$ cat src/rtl/core/text_console_cursor_engine_top_defines.svh
// ---------------------------------------------------------------------------
// Text console cursor engine - assertion macros
// Shared concurrent assertion forms used by the top level.
// ---------------------------------------------------------------------------
`ifndef TEXT_CONSOLE_CURSOR_ENGINE_TOP_DEFINES_SVH
`define TEXT_CONSOLE_CURSOR_ENGINE_TOP_DEFINES_SVH

// same-cycle implication
`define TCCE_ASSERT_IMP(label, clk, rstn, ante, cons, msg) \
    label: assert property (@(posedge clk) disable iff (!(rstn)) (ante) |-> (cons)) \
        else $error(msg);

// next-cycle implication
`define TCCE_ASSERT_NXT(label, clk, rstn, ante, cons, msg) \
    label: assert property (@(posedge clk) disable iff (!(rstn)) (ante) |=> (cons)) \
        else $error(msg);

`endif

$ cat src/rtl/core/tcce_pkg.sv
// ---------------------------------------------------------------------------
// Text console cursor engine - package
// Types, codes and constants shared by the cursor engine modules.
// ---------------------------------------------------------------------------
`timescale 1ns / 1ps

package tcce_pkg;

    // renderer commands
    typedef enum logic [1:0] {
        CMD_DRAW        = 2'd0,
        CMD_SCROLL_UP   = 2'd1,
        CMD_SCROLL_DOWN = 2'd2,
        CMD_CLEAR       = 2'd3
    } cmd_t;

    // character codes
    localparam logic [7:0] CODE_LEFT      = 8'd8;
    localparam logic [7:0] CODE_RIGHT     = 8'd9;
    localparam logic [7:0] CODE_DOWN      = 8'd10;
    localparam logic [7:0] CODE_UP        = 8'd11;
    localparam logic [7:0] CODE_CLEAR     = 8'd12;
    localparam logic [7:0] CODE_CR        = 8'd13;
    localparam logic [7:0] CODE_PRINT_LO  = 8'd32;
    localparam logic [7:0] CODE_PRINT_HI  = 8'd127;

    // rows below the text area
    localparam logic [7:0] ROWS_RESERVED  = 8'd4;

    // configuration register indexes
    localparam int unsigned CFG_INDEX_W   = 2;
    localparam int unsigned CFG_DATA_W    = 16;
    localparam logic [CFG_INDEX_W-1:0] CFG_TEXT_COLUMNS = 2'd0;
    localparam logic [CFG_INDEX_W-1:0] CFG_TEXT_ROWS    = 2'd1;
    localparam logic [CFG_INDEX_W-1:0] CFG_COLOUR       = 2'd2;

    // reset values
    localparam logic [7:0]  COLUMNS_RESET  = 8'd80;
    localparam logic [7:0]  ROWS_RESET     = 8'd33;
    localparam logic [15:0] COLOUR_DEFAULT = 16'h0F09;

    // stream widths
    localparam int unsigned S_TDATA_W = 24;
    localparam int unsigned M_TDATA_W = 40;

    localparam int unsigned QUEUE_DEPTH_DEFAULT = 4;

    typedef struct packed {
        logic                   en;
        logic [CFG_INDEX_W-1:0] index;
        logic [CFG_DATA_W-1:0]  data;
    } cfg_wr_t;

    typedef struct packed {
        logic       req_type;
        logic [7:0] char_code;
        logic [7:0] set_col;
        logic [7:0] set_row;
    } req_t;

    typedef struct packed {
        cmd_t        command;
        logic [7:0]  cell_col;
        logic [7:0]  cell_row;
        logic [6:0]  glyph_index;
        logic [15:0] colours;
        logic        last;
    } result_t;

    // commands produced by one transaction
    typedef struct packed {
        logic [1:0] count;
        result_t    first;
        result_t    second;
    } step_t;

endpackage

$ cat src/rtl/core/tcce_cursor.sv
// ---------------------------------------------------------------------------
// Text console cursor engine - cursor unit
// Holds the cursor and configuration registers and decodes each request
// into the next cursor position and up to two renderer commands.
// ---------------------------------------------------------------------------
`timescale 1ns / 1ps

module tcce_cursor (
    input  logic            aclk,
    input  logic            aresetn,
    input  tcce_pkg::cfg_wr_t cfg,
    input  logic            accept,
    input  tcce_pkg::req_t  req,
    output tcce_pkg::step_t step
);
    import tcce_pkg::*;

    logic [7:0]  col_reg, col_next;
    logic [7:0]  row_reg, row_next;
    logic [7:0]  cols_reg, cols_next;
    logic [7:0]  rows_reg, rows_next;
    logic [15:0] colour_reg, colour_next;

    logic [7:0] last_col, bottom_row;
    logic [7:0] right_col, right_row, down_row, up_row;
    logic       right_scroll, down_scroll, up_scroll;
    logic       draw, cmd_valid;
    cmd_t       cmd;
    result_t    draw_item, cmd_item;

    always_comb begin
        last_col    = (cols_reg == 8'd0) ? 8'd0 : cols_reg - 8'd1;
        bottom_row  = (rows_reg < ROWS_RESERVED) ? 8'd0 : rows_reg - ROWS_RESERVED;

        down_scroll = row_reg >= bottom_row;
        down_row    = down_scroll ? bottom_row : row_reg + 8'd1;
        up_scroll   = row_reg == 8'd0;
        up_row      = up_scroll ? row_reg : row_reg - 8'd1;

        right_col    = (col_reg >= last_col) ? 8'd0 : col_reg + 8'd1;
        right_row    = (col_reg >= last_col) ? down_row : row_reg;
        right_scroll = (col_reg >= last_col) && down_scroll;
    end

    always_comb begin
        col_next    = col_reg;
        row_next    = row_reg;
        cols_next   = cols_reg;
        rows_next   = rows_reg;
        colour_next = colour_reg;
        draw        = 1'b0;
        cmd_valid   = 1'b0;
        cmd         = CMD_CLEAR;

        if (cfg.en) begin
            unique case (cfg.index)
                CFG_TEXT_COLUMNS: cols_next   = cfg.data[7:0];
                CFG_TEXT_ROWS:    rows_next   = cfg.data[7:0];
                CFG_COLOUR:       colour_next = cfg.data;
                default: ;
            endcase
        end

        if (accept) begin
            if (req.req_type) begin
                col_next = (req.set_col > last_col)   ? last_col   : req.set_col;
                row_next = (req.set_row > bottom_row) ? bottom_row : req.set_row;
            end else begin
                case (req.char_code)
                    CODE_LEFT: begin
                        if (col_reg == 8'd0) begin
                            col_next  = last_col;
                            row_next  = up_row;
                            cmd_valid = up_scroll;
                            cmd       = CMD_SCROLL_DOWN;
                        end else begin
                            col_next  = col_reg - 8'd1;
                        end
                    end
                    CODE_RIGHT: begin
                        col_next  = right_col;
                        row_next  = right_row;
                        cmd_valid = right_scroll;
                        cmd       = CMD_SCROLL_UP;
                    end
                    CODE_DOWN: begin
                        row_next  = down_row;
                        cmd_valid = down_scroll;
                        cmd       = CMD_SCROLL_UP;
                    end
                    CODE_UP: begin
                        row_next  = up_row;
                        cmd_valid = up_scroll;
                        cmd       = CMD_SCROLL_DOWN;
                    end
                    CODE_CLEAR: begin
                        col_next    = 8'd0;
                        row_next    = 8'd0;
                        colour_next = COLOUR_DEFAULT;
                        cmd_valid   = 1'b1;
                        cmd         = CMD_CLEAR;
                    end
                    CODE_CR: begin
                        col_next = 8'd0;
                    end
                    default: begin
                        draw      = (req.char_code >= CODE_PRINT_LO) &&
                                    (req.char_code <= CODE_PRINT_HI);
                        col_next  = right_col;
                        row_next  = right_row;
                        cmd_valid = right_scroll;
                        cmd       = CMD_SCROLL_UP;
                    end
                endcase
            end
        end
    end

    always_comb begin
        draw_item.command     = CMD_DRAW;
        draw_item.cell_col    = col_reg;
        draw_item.cell_row    = row_reg;
        draw_item.glyph_index = 7'(req.char_code - CODE_PRINT_LO);
        draw_item.colours     = colour_reg;
        draw_item.last        = !cmd_valid;

        cmd_item.command      = cmd;
        cmd_item.cell_col     = 8'd0;
        cmd_item.cell_row     = 8'd0;
        cmd_item.glyph_index  = 7'd0;
        cmd_item.colours      = 16'd0;
        cmd_item.last         = 1'b1;

        step.count  = {1'b0, draw} + {1'b0, cmd_valid};
        step.first  = draw ? draw_item : cmd_item;
        step.second = cmd_item;
    end

    always_ff @(posedge aclk) begin
        if (!aresetn) begin
            col_reg    <= 8'd0;
            row_reg    <= 8'd0;
            cols_reg   <= COLUMNS_RESET;
            rows_reg   <= ROWS_RESET;
            colour_reg <= COLOUR_DEFAULT;
        end else begin
            col_reg    <= col_next;
            row_reg    <= row_next;
            cols_reg   <= cols_next;
            rows_reg   <= rows_next;
            colour_reg <= colour_next;
        end
    end

endmodule

$ cat src/rtl/core/tcce_queue.sv
// ---------------------------------------------------------------------------
// Text console cursor engine - result queue
// Small register queue that takes up to two commands per cycle and
// presents one per cycle on the master side while pop_ready is high.
// ---------------------------------------------------------------------------
`timescale 1ns / 1ps

module tcce_queue #(
    parameter int unsigned DEPTH = tcce_pkg::QUEUE_DEPTH_DEFAULT
) (
    input  logic              aclk,
    input  logic              aresetn,
    input  tcce_pkg::step_t   push,
    input  logic              pop_ready,
    output logic              room,
    output logic              head_valid,
    output tcce_pkg::result_t head
);
    import tcce_pkg::*;

    localparam int unsigned AW = (DEPTH > 1) ? $clog2(DEPTH) : 1;
    localparam int unsigned CW = $clog2(DEPTH + 1);
    localparam logic [CW-1:0] ROOM_LIMIT = CW'(DEPTH - 2);
    localparam logic [AW-1:0] LAST_PTR   = AW'(DEPTH - 1);

    result_t         mem [DEPTH];
    logic [AW-1:0]   head_reg, head_next;
    logic [AW-1:0]   tail_reg, tail_next;
    logic [AW-1:0]   tail_plus1;
    logic [CW-1:0]   count_reg, count_next;
    logic            pop;

    function automatic logic [AW-1:0] ptr_inc(input logic [AW-1:0] p);
        ptr_inc = (p == LAST_PTR) ? '0 : p + AW'(1);
    endfunction

    always_comb begin
        pop        = pop_ready && (count_reg != '0);
        tail_plus1 = ptr_inc(tail_reg);
        head_next  = pop ? ptr_inc(head_reg) : head_reg;
        case (push.count)
            2'd1:    tail_next = tail_plus1;
            2'd2:    tail_next = ptr_inc(tail_plus1);
            default: tail_next = tail_reg;
        endcase
        count_next = count_reg + CW'(push.count) - CW'(pop);
        room       = count_reg <= ROOM_LIMIT;
        head_valid = count_reg != '0;
        head       = mem[head_reg];
    end

    always_ff @(posedge aclk) begin
        if (push.count != 2'd0) begin
            mem[tail_reg] <= push.first;
        end
        if (push.count == 2'd2) begin
            mem[tail_plus1] <= push.second;
        end
    end

    always_ff @(posedge aclk) begin
        if (!aresetn) begin
            head_reg  <= '0;
            tail_reg  <= '0;
            count_reg <= '0;
        end else begin
            head_reg  <= head_next;
            tail_reg  <= tail_next;
            count_reg <= count_next;
        end
    end

endmodule

$ cat src/rtl/core/text_console_cursor_engine_top.sv
// ---------------------------------------------------------------------------
// Text console cursor engine - top level
// Character-cell console cursor control producing renderer commands.
// ---------------------------------------------------------------------------
// Slave stream: one transaction per request. s_tuser is the request type
// (put character / set position), s_tdata carries the character byte and
// the set-position column and row. Master stream: renderer commands (draw,
// scroll up, scroll down, clear); m_tlast marks the last command caused by
// a request. A set-position request and most control codes produce no
// command; a printable character that wraps past the bottom row produces
// two.
// A command is written into the result queue when its request is taken and
// offered once the commands ahead of it have left. Throughput: one request
// per cycle while s_tready is high; the cursor update is a single pass
// through compare/increment logic between the cursor registers and the
// result queue, and s_tready drops once the queue cannot take two more.
// Reset (aresetn low, synchronous): cursor homed, registers to defaults,
// queue emptied. A stalled master holds its command; the slave side keeps
// accepting until the queue is near full.
// Configuration registers are written through cfg_wr_en; the user must do so while idle, the block does not enforce it.
// ---------------------------------------------------------------------------
`timescale 1ns / 1ps
`include "text_console_cursor_engine_top_defines.svh"

module text_console_cursor_engine_top #(
    parameter int unsigned QUEUE_DEPTH = tcce_pkg::QUEUE_DEPTH_DEFAULT
) (
    input  logic                                aclk,
    input  logic                                aresetn,
    // configuration
    input  logic                                cfg_wr_en,
    input  logic [tcce_pkg::CFG_INDEX_W-1:0]    cfg_index,
    input  logic [tcce_pkg::CFG_DATA_W-1:0]     cfg_wdata,
    // slave stream
    input  logic                                s_tvalid,
    output logic                                s_tready,
    input  logic [tcce_pkg::S_TDATA_W-1:0]      s_tdata,  // char_code, set_col, set_row
    input  logic                                s_tuser,  // req_type
    // master stream
    output logic                                m_tvalid,
    input  logic                                m_tready,
    output logic [tcce_pkg::M_TDATA_W-1:0]      m_tdata,  // cell_col, cell_row, glyph_index,
                                                          // colours, zero pad
    output logic [1:0]                          m_tuser,  // command
    output logic                                m_tlast   // last
);
    import tcce_pkg::*;

    cfg_wr_t cfg;
    req_t    req;
    step_t   step;
    result_t head;
    logic    accept;
    logic    room;
    logic    head_valid;

    assign cfg.en    = cfg_wr_en;
    assign cfg.index = cfg_index;
    assign cfg.data  = cfg_wdata;

    assign req.req_type  = s_tuser;
    assign req.char_code = s_tdata[7:0];
    assign req.set_col   = s_tdata[15:8];
    assign req.set_row   = s_tdata[23:16];

    assign s_tready = room;
    assign accept   = s_tvalid && room;

    tcce_cursor u_cursor (
        .aclk    (aclk),
        .aresetn (aresetn),
        .cfg     (cfg),
        .accept  (accept),
        .req     (req),
        .step    (step)
    );

    tcce_queue #(
        .DEPTH (QUEUE_DEPTH)
    ) u_queue (
        .aclk       (aclk),
        .aresetn    (aresetn),
        .push       (step),
        .pop_ready  (m_tready),
        .room       (room),
        .head_valid (head_valid),
        .head       (head)
    );

    assign m_tvalid = head_valid;
    assign m_tuser  = head.command;
    assign m_tlast  = head.last;
    assign m_tdata  = {1'b0, head.colours, head.glyph_index, head.cell_row, head.cell_col};

    `TCCE_ASSERT_NXT(a_push_shows, aclk, aresetn, step.count != 2'd0, m_tvalid,
        "command pushed but not offered")

    `TCCE_ASSERT_IMP(a_pair_order, aclk, aresetn, step.count == 2'd2,
        step.first.command == CMD_DRAW && step.second.command == CMD_SCROLL_UP,
        "two-command transaction not draw then scroll up")

    `TCCE_ASSERT_IMP(a_idle_quiet, aclk, aresetn, !accept, step.count == 2'd0,
        "commands produced without a transaction")

endmodule

$ cat config.mk
export PLATFORM = sky130hd
export DESIGN_NAME = text_console_cursor_engine_top
export DESIGN_NICKNAME = d
export VERILOG_FILES = /design/src/rtl/core/tcce_pkg.sv /design/src/rtl/core/tcce_cursor.sv /design/src/rtl/core/tcce_queue.sv /design/src/rtl/core/text_console_cursor_engine_top.sv
export VERILOG_INCLUDE_DIRS = /design/src /design/src/rtl/core
export SDC_FILE = /design/constraint.sdc
export NUM_CORES = 1
export LEC_CHECK = 0
export BUFFER_PORTS_ARGS = -buffer_cell sky130_fd_sc_hd__buf_2
export CAP_MARGIN = 20
export CELL_PAD_IN_SITES_DETAIL_PLACEMENT = 2
export CELL_PAD_IN_SITES_GLOBAL_PLACEMENT = 2
export CORE_UTILIZATION = 43
export CTS_BUF_LIST = sky130_fd_sc_hd__clkbuf_4 sky130_fd_sc_hd__clkbuf_8
export DETAILED_ROUTE_END_ITERATION = 12
export GPL_TIMING_DRIVEN = 0
export PLACE_DENSITY = 0.93
export SYNTH_ARGS = -nofsm -noshare
export SYNTH_HDL_FRONTEND = slang
export SYNTH_SLANG_ARGS = --single-unit
$ cat constraint.sdc
create_clock -name aclk -period 7.01 [get_ports aclk]
set_input_delay 0.3505 -clock aclk [delete_from_list [all_inputs] [get_ports aclk]]
set_output_delay 0.3505 -clock aclk [all_outputs]
set_load 0.05 [all_outputs]
==> results.md, run 1 <==
- Skew-Pair Late Insertion Delay: 0.58 ns
- Die Span X: 160.7 microns
- Worst Setup Path Type: flip-flop to flip-flop
- Synth Area in Simple Gates: 0.1254
- Post-synth EDFFs: 8
- Synth Area in XOR/XNOR: 0.02506
- Pwr per Cell Area: 303.6 nW/um^2
- Die ar.: 25,840 sq um
- Mapped Area: 10,840 sq um
- Worst Hold Depth: 3
- Antenna violations before repair: 1
- Starting density of the core: 0.4417
- FP Rows: 57
- Final setup violation count: 0
- Syn Area/Cell: 10.02 sq um
- CP Data Required Time: 7.30 ns
- Sinks on Clock Net: 225
- Htree depth: 2
- Chip Height: 160.7 microns
- Root Driver: clkbuf_8
- GRT Residual Overflow: 0
- Count of input and output buffers: 87
- Area grow syn2layout: 16.28%
- Post-route cell area: 12,600 sq um
- Maximum clock rate: 165.8 MHz
- CP dominant cell by count: clkbuf_1
- Area share of fa/ha/maj cells after synthesis: 0.06189
- Post-route ant nets: 0
- Syn. warnings: 0
- Outcome: finished, final reports clean
- Critical-path cell list: inv_1, ha_1, nor4b_1, and2_1, clkbuf_1, nor2_1, inv_1, ha_1, a211oi_1, o21ai_0, a21oi_1, nor2_1, o31ai_1, a31oi_1, ha_1, clkbuf_1, nand2_1, and2_1, clkbuf_1, clkbuf_1, inv_1
- Synth Register Bits: 225
- Prevailing post-synth register cell: dfxtp_1
- Boundary Pins: 93
- Leakage: 0.005269 uW
- Seq/Total Area, Yosys: 0.4231
- DPL Wire Length: 29,490 microns
- Nets: 1,314
- Headroom to the max-slew limit: 0.3633
- Netlist cell types: 66
- Final Critical Period: 6.030 ns
- Placed instance area: 11,680 sq um
- Critical Path Source Type: flip-flop
- Setup TNS: 0 ns
- Slowest cell on crit path: clkbuf_1
- First-pass iteration count of the detailed router: 5
- Gpl congestion: 0.8806
- Pin count of the biggest net entering global routing: 12
- Post-synth ARST share: 0
- Final period util: 0.8601
- Vias: 10,080
- Avg Vias per Cell: 6.429
- Post_cts resized: 0
- Number of buffers created by CTS: 40
- GRT Total Usage: 0.3702
- # DRC: 0
- Area contributors post-synth: dfxtp_1 (40%), a22o_1 (10%), mux4_2 (8.7%)
- Setup bufs post-CTS: 0
- Vias in the first global route: 11,430
- Leading area contributor after synthesis: dfxtp_1
- Unrepaired setup endpoints after global routing: false
- Max reg flops: 168
- CTS tree: yes
- Worst R2R Path Depth: 21
- Area fraction in compound gates after synthesis: 0.1961
- Yosys top cell area share: 0.4009
- Post-synthesis mux area share: 0.1207
- Drt total wl: 47,400 microns
- CTS max path bufs: 3
- Tot Pwr: 3825 uW
- Max Cap Violations: 0
- Final worst hold slack: 0.02531 ns
- Mapped Cells: 1,081
- Clk_skew: 0.03294 ns
- Clk pin slew, worst setup/hold paths: 0.07 ns
- Fraction of layout cells with a size suffix above 1: 0.1892
- Starting DRT DRC Count: 780
- Max Slew Vio Count: 0
- Hold Crit Class: input pin to flip-flop
- Pin slew with the least headroom to its limit: 0.9550 ns
- Core box area: 24,530 sq um
- Mapped Nets: 1,182
- Worst-path maximum fanout: 10
- First-pass GRT wire length: 72,260 microns
- Slowest stage delay, CP: 0.59 ns
- CP Capture Type: flip-flop
- Arrival @ worst endpoint: 6.32 ns
- Largest family of logic cells by synthesized area: compound AO/OA/AOI/OAI gates
- Final Hold Vio Count: 0
- Peak supply drop: 164.9 uV
- Drt wl/cell: 30.25 microns
- Cts hold-fix bufs: 0
-- path summary, 6_finish.rpt --
path | start | to | slack, ns
setup / recovery | u_cursor.cols_reg[0] | u_queue.mem[3][41] | 0.98
setup reg to reg | u_cursor.cols_reg[0] | u_queue.mem[3][41] | 0.98
hold reg to reg | u_queue.mem[1][32] | u_queue.mem[1][32] | 0.47
hold / removal | cfg_wdata[8] | u_cursor.colour_reg[8] | 0.03
-- through the flow --
step | worst slack [ns] | instances | util
global route | 0.5988 | 1567 | 0.5136
CTS | 1.085 | 1563 | 0.5123
finish | 0.9804 | 1567 | 0.5136
global placement | 1.742 | 1492 | 0.4759
detailed placement | 1.412 | 1492 | 0.4759
floorplan | 3.031 | 1081 | -
-- per-layer routing --
layer | GRT usage | routed length [microns]
met1 | 0.4281 | 18430
met2 | 0.6484 | 23750
met4 | 0.2088 | 2586
met5 | 0 | 0
met3 | 0.06147 | 2643
-- area by class of cell --
type / count / area [sq um]
sequential: 225 / 4584
fill: 2594 / 11930
clock inverter: 7 / 100.1
timing repair buffer: 90 / 462.9
inverter: 46 / 172.7
multi-input combinational: 729 / 5737
antenna: 1 / 2.502
clock buffer: 64 / 793.3
buffer: 81 / 341.6
tap: 324 / 405.4
-- worst max-delay path, delay by kind of cell (launching register included) --
| kind | cells | cell delay, ns |
|---|---|---|
| AOI/OAI and AO/OA | 5 | 1.35 |
| adders and majority gates | 3 | 0.63 |
| buffers and inverters | 7 | 1.93 |
| DFF | 1 | 0.36 |
| and+or+nand+nor | 6 | 1.43 |
-- cells by family (layout without fill, tap and decap cells) --
group                    count (synthesis)  after routing
AO/OA/AOI/OAI                          287            287
adder cells (fa/ha/maj)                 53             53
multiplexers                            78             78
buffers and inverters                  127            288
AND/OR/NAND/NOR                        279            279
flip-flops                             225            225
XOR/XNOR                                31             31
other                                    1              2
-- cell usage in the layout (no fill, tap or decap), types with 46 or more instances in the layout --
cell,Yosys,layout
clkbuf_1,53,53
inv_1,46,46
ha_1,52,52
nor2_1,52,52
dfxtp_1,217,217
buf_2,15,102
o21ai_0,50,50
nand2_1,119,119
a22o_1,125,125
clkbuf_8,0,50
-- cells in the mapped netlist, types with 4 or more instances --
cell type / count
mux2i_1: 35
nand2_1: 119
a21oi_1: 44
nor3_1: 13
nor3b_2: 4
xnor2_1: 15
a221oi_1: 10
edfxtp_1: 8
nand2b_1: 14
mux4_2: 42
o211ai_1: 14
and2_1: 8
clkbuf_1: 53
nand3_1: 30
or3_1: 6
nor2b_1: 6
xor2_1: 16
buf_2: 15
a211oi_1: 9
nor2_1: 52
nand3b_1: 4
o21ai_0: 50
a22o_1: 125
nand4_1: 4
ha_1: 52
dfxtp_1: 217
buf_1: 10
inv_1: 46
a32o_1: 4
o31ai_1: 7
-- power by group --
part           internal, uW  total [uW]  switching [uW]
clock                   795        1410             616
combinational           329         979             650
sequential             1360        1430            78.3
No activity file was read; power rests on OpenSTA's default activity.
==> run 2, diff against run 1 <==
Settings changed: MAX_ROUTING_LAYER set to met4.
==> results.md, run 2 (same netlist as run 1, synthesis figures left out) <==
- Placed Cells: 1,492
- Most frequent cells in the layout: dfxtp_1 (217), a22o_1 (125), nand2_1 (119)
- Chip Height: 160.7 microns
- Commonest non-fill, non-tap cell in the layout: dfxtp_1
- CP Launch Point: u_cursor.cols_reg[0]
- Reg2reg end: u_queue.mem[3][41]
- First-pass iteration count of the detailed router: 5
- Count of input and output buffers: 87
- Fillers: 2,594
- FP Rows: 57
- Max Cap Violations: 0
- Skew-Pair Late Insertion Delay: 0.58 ns
- Die Span X: 160.7 microns
- Drt total wl: 47,570 microns
- R2R setup slack: 0.96 ns
- Drt wl/cell: 30.36 microns
- CTS tree: yes
- CP Capture Type: flip-flop
- Starting density of the core: 0.4417
- GRT Residual Overflow: 0
- Top Usage Layer GRT: met2
- Hold Crit Class: input pin to flip-flop
- Htree depth: 2
- Clk pin slew, worst setup/hold paths: 0.07 ns
- # DRC: 0
- Final period util: 0.8632
- Vias: 10,080
- GR Util met2: 0.6492
- Number of buffers created by CTS: 40
- Root Driver: clkbuf_8
- Hold path endpoint: u_cursor.colour_reg[8]
- Sinks on Clock Net: 225
- Die ar.: 25,840 sq um
- Setup bufs post-CTS: 0
- Leakage: 0.005269 uW
- Worst Hold Depth: 3
- Post-route ant nets: 0
- Fin cells: 1,567
- Pwr per Cell Area: 304.0 nW/um^2
- HP Start: cfg_wdata[8]
- GRT Total Usage: 0.3814
- Arrival @ worst endpoint: 6.33 ns
- First-pass GRT wire length: 72,160 microns
- Max reg flops: 168
- Final Hold Vio Count: 0
- Clk_skew: 0.02949 ns
- Outcome: finished, final reports clean
- Post_cts resized: 0
- Starting DRT DRC Count: 897
- Cts hold-fix bufs: 0
- Area grow syn2layout: 16.28%
- Max Slew Vio Count: 0
- Unrepaired setup endpoints after global routing: false
- Nets: 1,314
- GRT met3 Usage: 0.06276
- Final Critical Period: 6.051 ns
- Core box area: 24,530 sq um
- Worst Setup Path Type: flip-flop to flip-flop
- Global routing usage on met1: 0.4275
- Headroom to the max-slew limit: 0.3718
- Setup TNS: 0 ns
- Worst r2r src: u_cursor.cols_reg[0]
- CTS max path bufs: 3
- Worst-path maximum fanout: 10
- Antenna violations before repair: 1
- Gpl congestion: 0.8952
- Avg Vias per Cell: 6.433
- Final setup violation count: 0
- Boundary Pins: 93
- Maximum clock rate: 165.3 MHz
- Worst R2R Path Depth: 21
- Pin slew with the least headroom to its limit: 0.9422 ns
- Vias in the first global route: 11,420
- DPL Wire Length: 29,490 microns
- Pin count of the biggest net entering global routing: 12
- CP Data Required Time: 7.29 ns
- Peak supply drop: 164.8 uV
- Fraction of layout cells with a size suffix above 1: 0.1892
- Critical Path Source Type: flip-flop
run 2: cell counts in the layout (fill, tap and decap cells not counted):
No cell type changed its count.
run 2: report_power, final:
group / internal [uW] / switching, uW
clock: 795 / 621
sequential: 1360 / 78.7
combinational: 329 / 650
run 2: through the flow:
step	setup WS (ns)	util	power, uW	area (sq um)	hold slack [ns]
4_1_cts	1.085	0.5123	3802	12570	0.03074
3_5_place_dp	1.412	0.4759	2355	11680	0.4451
6_report	0.9590	0.5136	3831	12600	0.02969
2_1_floorplan	3.031	-	2073	10840	0.4198
5_1_grt	0.5941	0.5136	3945	12600	0.03553
3_3_place_gp	1.742	0.4759	2293	11680	0.4295
run 2: routing by layer:
metal | vias up | wire length, microns
met1 | 5085 | 18580
met4 | 0 | 2524
met3 | 201 | 2681
li1 | 4236 | -
met5 | - | 0
met2 | 558 | 23790
run 2: final cells by class:
class	count	area (sq um)	area share
Antenna cell	1	2.502	0.0001986
Buffer	81	341.6	0.02711
Clock buffer	64	793.3	0.06296
Clock inverter	7	100.1	0.007944
Inverter	46	172.7	0.01370
Multi-Input combinational cell	729	5737	0.4553
Sequential cell	225	4584	0.3639
Tap cell	324	405.4	0.03217
Timing Repair Buffer	90	462.9	0.03674
run 2: worst max-delay path by stage:
stage / to / slack, ns / cells past startpoint
after floorplan: u_queue.mem[1][40] / 3.03 / 20
after global placement: u_queue.mem[1][40] / 1.74 / 21
after detailed placement: u_queue.mem[3][40] / 1.41 / 21
after CTS: u_queue.mem[3][41] / 1.09 / 21
after global routing: u_queue.mem[3][41] / 0.59 / 21
final: u_queue.mem[3][41] / 0.96 / 21
run 2: critical path, stage by stage, from the launching register on:
cell and delay (ns):
dfxtp_1 0.36, inv_1 0.14, ha_1 0.15, nor4b_1 0.59, and2_1 0.22, clkbuf_1 0.28, nor2_1 0.15, inv_1 0.11
ha_1 0.24, a211oi_1 0.20, o21ai_0 0.32, a21oi_1 0.34, nor2_1 0.11, o31ai_1 0.36, a31oi_1 0.12, ha_1 0.24
clkbuf_1 0.20, nand2_1 0.22, and2_1 0.17, clkbuf_1 0.40, clkbuf_1 0.62, inv_1 0.20
